<file path="src/hdl/lsoi_pkg.sv">
`timescale 1ns / 1ps
// ----------------------------------------------------------------------------
// lsoi_pkg
// Shared types and constants of the line-start offset indexer.
// ----------------------------------------------------------------------------
package lsoi_pkg;

   // table geometry
   localparam int TABLE_DEPTH = 4096;
   localparam int ADDR_BITS   = $clog2(TABLE_DEPTH);
   localparam int COUNT_BITS  = ADDR_BITS + 1;
   localparam int OFFSET_BITS = 32;

   // field widths
   localparam int BYTE_BITS   = 8;
   localparam int LINE_BITS   = 12;
   localparam int COLUMN_BITS = 32;
   localparam int REQ_DATA_BITS = 56;  // 52 bits of fields, padded to bytes
   localparam int RSP_DATA_BITS = 80;  // 78 bits of fields, padded to bytes

   localparam logic [BYTE_BITS-1:0] NEWLINE_BYTE = 8'd10;

   // item kinds carried on req_tuser
   typedef enum logic [1:0] {
      KIND_TEXT    = 2'd0,
      KIND_END     = 2'd1,
      KIND_QUERY   = 2'd2,
      KIND_RESTART = 2'd3
   } kind_type;

   typedef enum logic [1:0] {
      ST_IDLE,
      ST_READ,
      ST_CALC
   } state_type;

   // control from the sequencer to the lookup datapath
   typedef struct packed {
      logic                   capture;  // table read data valid this cycle
      logic                   is_end;
      logic                   closed;
      logic [LINE_BITS-1:0]   lines;
      logic                   overflow;
      logic [LINE_BITS-1:0]   line;
      logic [COLUMN_BITS-1:0] column;
   } lookup_ctrl_type;

   // one result item
   typedef struct packed {
      logic                   overflowed;
      logic [LINE_BITS-1:0]   total_lines;
      logic [OFFSET_BITS-1:0] length_of_line;
      logic                   inside_res;
      logic [OFFSET_BITS-1:0] byte_offset;
   } result_type;

endpackage

</file>
<file path="src/hdl/lsoi_lookup.sv">
`timescale 1ns / 1ps
// ----------------------------------------------------------------------------
// lsoi_lookup
// Query datapath: line length and absolute offset from two table entries,
// then the range checks that form the result item.
// ----------------------------------------------------------------------------
module lsoi_lookup
   import lsoi_pkg::*;
(
   input  logic                   clock,
   input  lookup_ctrl_type        ctrl,
   input  logic [OFFSET_BITS-1:0] start_a,
   input  logic [OFFSET_BITS-1:0] start_b,
   output result_type             result
);

   logic [OFFSET_BITS-1:0] base;
   logic [OFFSET_BITS-1:0] len_in, len_ff;
   logic [OFFSET_BITS-1:0] off_in, off_ff;
   logic                   line_ok;
   logic                   col_ok;

   // entry 0 is always zero and never stored
   assign base   = (ctrl.line == '0) ? '0 : start_a;
   assign len_in = start_b - base;
   assign off_in = base + ctrl.column;

   // capture length and offset
   always_ff @(posedge clock) begin
      if (ctrl.capture) begin
         len_ff <= len_in;
         off_ff <= off_in;
      end
   end

   // range checks and result formatting
   assign line_ok = ctrl.closed && (ctrl.line < ctrl.lines);
   assign col_ok  = line_ok && (ctrl.column < len_ff);

   always_comb begin
      result.overflowed     = ctrl.overflow;
      result.total_lines    = ctrl.closed ? ctrl.lines : '0;
      result.length_of_line = '0;
      result.inside_res     = 1'b0;
      result.byte_offset    = '0;
      if (!ctrl.is_end) begin
         result.length_of_line = line_ok ? len_ff : '0;
         result.inside_res     = col_ok;
         result.byte_offset    = col_ok ? off_ff : '0;
      end
   end

endmodule

</file>
<file path="config.mk">
export PLATFORM = sky130hd
export DESIGN_NAME = lsoi_lookup
export DESIGN_NICKNAME = d
export VERILOG_FILES = /design/src/hdl/lsoi_pkg.sv /design/src/hdl/lsoi_lookup.sv
export SDC_FILE = /design/constraint.sdc
export NUM_CORES = 1
export LEC_CHECK = 0
export BUFFER_PORTS_ARGS = -buffer_cell sky130_fd_sc_hd__buf_2
export CORE_ASPECT_RATIO = 1.5
export CORE_UTILIZATION = 55
export DETAILED_ROUTE_END_ITERATION = 16
export PLACE_DENSITY = 0.93
export REMOVE_ABC_BUFFERS = 1
export SYNTH_ARGS = -nofsm -noshare
export SYNTH_HDL_FRONTEND = slang
export SYNTH_SLANG_ARGS = --single-unit
</file>
<file path="constraint.sdc">
create_clock -name clock -period 7.2 [get_ports clock]
set_clock_uncertainty 0.15 [all_clocks]
set_input_delay 0.72 -clock clock [delete_from_list [all_inputs] [get_ports clock]]
set_output_delay 0.72 -clock clock [all_outputs]
set_load 0.005 [all_outputs]
</file>
==> flow_summary.yaml <==
run_status:
  run_status: "complete, no violations"
synth:
  synth_top_cell_area_share_pct: 28.0
  leading_post_synthesis_cells_by_cell_area: "sky130_fd_sc_hd__edfxtp_1, sky130_fd_sc_hd__ha_1, sky130_fd_sc_hd__a21o_1, sky130_fd_sc_hd__a21oi_1, sky130_fd_sc_hd__inv_1"
  synth.largest_area_cell: "sky130_fd_sc_hd__edfxtp_1"
  synth_async_sr_flop_share_pct: 0
  mean_instance_size_in_the_synthesized_netlist_um2: 8.63
  post-synth-top-count-cell: "sky130_fd_sc_hd__ha_1"
  synth.cells.most_frequent: "sky130_fd_sc_hd__ha_1, sky130_fd_sc_hd__inv_1, sky130_fd_sc_hd__nand2_1, sky130_fd_sc_hd__a21oi_1, sky130_fd_sc_hd__edfxtp_1"
  synth.distinct_cells: 51
  synth_sequential_area_ratio_pct: 28.0
  synth.ff_latch_count: 64
  dominantRegCellSynth: "sky130_fd_sc_hd__edfxtp_1"
  ys_warn_count: 0
  syn_area_um2: 6860
  syn-instance-count: 795
  number_of_flops_mapped_to_enable_cells_by_yosys: 64
pwr:
  switching_pwr_w: 0.000451
  vdd.ir_drop.worst_uv: 112
  register_share_of_total_power_pct: 34.7
  total_leakage_power_nw: 4.39
  p_per_area_nw_per_um2: 178
  clockPowerShare_pct: 30.4
  power.share.switching_pct: 30.4
  p_int_w: 0.00103
  p_total_w: 0.00148
  pwr-share-comb_pct: 34.9
global_routing:
  grt_max_degree: 65
  top_usage_layer: "met2"
  first_pass_grt_wire_length_um: 29400
  grt_ovf: 0
  met2_usage_pct: 50.5
  grtUsageMet3_pct: 4.99
  globalRouteMet1Util_pct: 31.5
  antenna_found_initial: 4
  combined_global_route_utilization_of_all_metal_layers_pct: 28.8
  grt_pass1_vias: 6496
critical_path:
  end_kind: "primary output"
  timing.critical_path.required_ns: 6.33
  critPathMaxFanout: 33
  setup.worst_path.start_class: "input port"
  timing.critical_path.arrival_ns: 3.58
  path_class: "input port to primary output"
finish:
  flow.area_growth_from_synthesis_pct: 21.0
  drive_gt1_share_pct: 22.5
  num-nets-final: 1218
  final.fill_count: 921
timing:
  worst_slew_pin_slew_ns: 1.15
  tns_ns: 0
  maximum_clock_frequency_mhz: 225
  timing.max_slew.rel_slack_pct: 23.3
  post-route-min-period_ns: 4.45
  setup_viol: 0
  timing_hold_violations_final: 0
  timing.final.max_slew_violations: 0
  rsz0062_at_grt: "false"
  fin_crit_sh_pct: 61.8
place:
  hpwl_um: 14700
  placement.io_buffers: 200
  gpl.final_weighted_congestion: 0.969
min_path:
  worst_hold_path_type: "input port to register"
route:
  totalWireLength_um: 18300
  drcViolationCount: 0
  ant_nets: 0
  drt_pass1_iterations: 7
  detail_route.vias_per_cell: 5.71
  num_vias: 6551
  routed_wire_length_per_instance_um: 16.0
  detailedRoute.firstIterationViolations: 316
cts:
  clock_buffer_count_from_cts: 9
  htreeDepth: 3
  clock_sinks: 64
  master_cell_of_the_clock_root_buffer: "sky130_fd_sc_hd__clkbuf_16"
  cts.clk_slew.worst_paths_ns: 0.05
  clockBufferDepth: 2
  holdBufCountCts: 0
  cts_resized: 0
  post-cts-setup-buffer-count: 0
  tritoncts: "built"
floorplanning:
  boundaryPins: 203
  die_span_in_x_um: 93.2
  floorplan.die_area_um2: 12900
  core_um2: 12100
  start_util_pct: 56.8
  number_of_placement_rows: 49
  die_height_um: 139
flow_run:
  drv.max_cap_violation_count: 0
-- registers in the layout, summed over array words and instances, names as in the netlist --
signal,cells
off_ff,32
len_ff,32
-- path summary, 6_finish.rpt --
| path | slack (ns) | cells after the start | from | end |
|---|---|---|---|---|
| min | 0.56 | 2 | ctrl[0] | off_ff[0] |
| max | 2.75 | 11 | ctrl[1] | result[7] |
-- cells by family (layout without fill, tap and decap cells) --
| kind of cell | Yosys count | count (layout) | synth area share (%) |
|---|---|---|---|
| and+or+nand+nor | 246 | 246 | 18.9 |
| AOI/OAI and AO/OA | 206 | 206 | 19.6 |
| buffers and inverters | 114 | 310 | 6.31 |
| adders and majority gates | 107 | 107 | 19.7 |
| DFF | 64 | 64 | 28.0 |
| xor gates and xnor gates | 58 | 58 | 7.40 |
| other | 0 | 4 | 0 |
-- stage by stage --
step	hold WS, ns	setup slack (ns)	std cells	utilization (%)	area [um2]
after floorplan	0.682	2.81	771	-	6770
after global placement	0.903	2.61	1128	66.1	7990
after detailed placement	0.899	2.53	1128	66.1	7990
after CTS	0.554	2.77	1144	68.7	8290
after global routing	0.571	2.49	1148	68.7	8300
final	0.565	2.75	1148	68.7	8300
-- routing by layer --
metal | share of wire [%] | routed length (um)
met5 | 0 | 0
met4 | 5.6 | 1020
met3 | 6.4 | 1180
met2 | 51 | 9330
met1 | 37 | 6810
-- worst max-delay path, stage by stage --
cell,delay [ns]
sky130_fd_sc_hd__buf_2,0.13
sky130_fd_sc_hd__ha_1,0.29
sky130_fd_sc_hd__a21o_1,0.16
sky130_fd_sc_hd__a21o_1,0.18
sky130_fd_sc_hd__a21o_1,0.18
sky130_fd_sc_hd__a21oi_1,0.19
sky130_fd_sc_hd__o21ai_1,0.11
sky130_fd_sc_hd__a211oi_1,0.33
sky130_fd_sc_hd__and4b_1,0.62
sky130_fd_sc_hd__nor3b_1,0.47
sky130_fd_sc_hd__buf_2,0.18
-- cell type report --
type	count	area (um2)	area share, %
Multi-Input combinational cell	617	4510	54.3
Sequential cell	64	1920	23.1
Timing Repair Buffer	204	1030	12.4
Inverter	90	338	4.07
Clock buffer	12	236	2.85
Tap cell	153	191	2.31
Clock inverter	4	68.8	0.829
Antenna cell	4	10.0	0.121
-- power groups by stage --
stage | Sequential (W) | Clock [W] | Combinational, W
floorplan | 0.000512 | 0 | 0.000351
detailed placement | 0.000519 | 0 | 0.000503
global route | 0.000521 | 0.000468 | 0.000574
finish | 0.000514 | 0.000449 | 0.000517
global placement | 0.000517 | 0 | 0.000485
CTS | 0.000514 | 0.000452 | 0.000512
-- cell usage in the layout (no fill, tap or decap), drive strengths merged, types with 7 or more instances in the layout --
master  synthesis  layout
ha            105     105
o21a            7       7
inv            90      90
a21oi          69      69
and2           51      51
a21o           55      55
buf             3     204
a31oi           8       8
nand3          14      14
edfxtp         64      64
xnor2          38      38
o21ai          31      31
nor2           35      35
xor2           20      20
o21bai          8       8
nand2          71      71
clkbuf         21      12
nor3b          34      34
nand4          10      10
nand2b          7       7
Note: power is estimated with default switching activity, not from simulation.
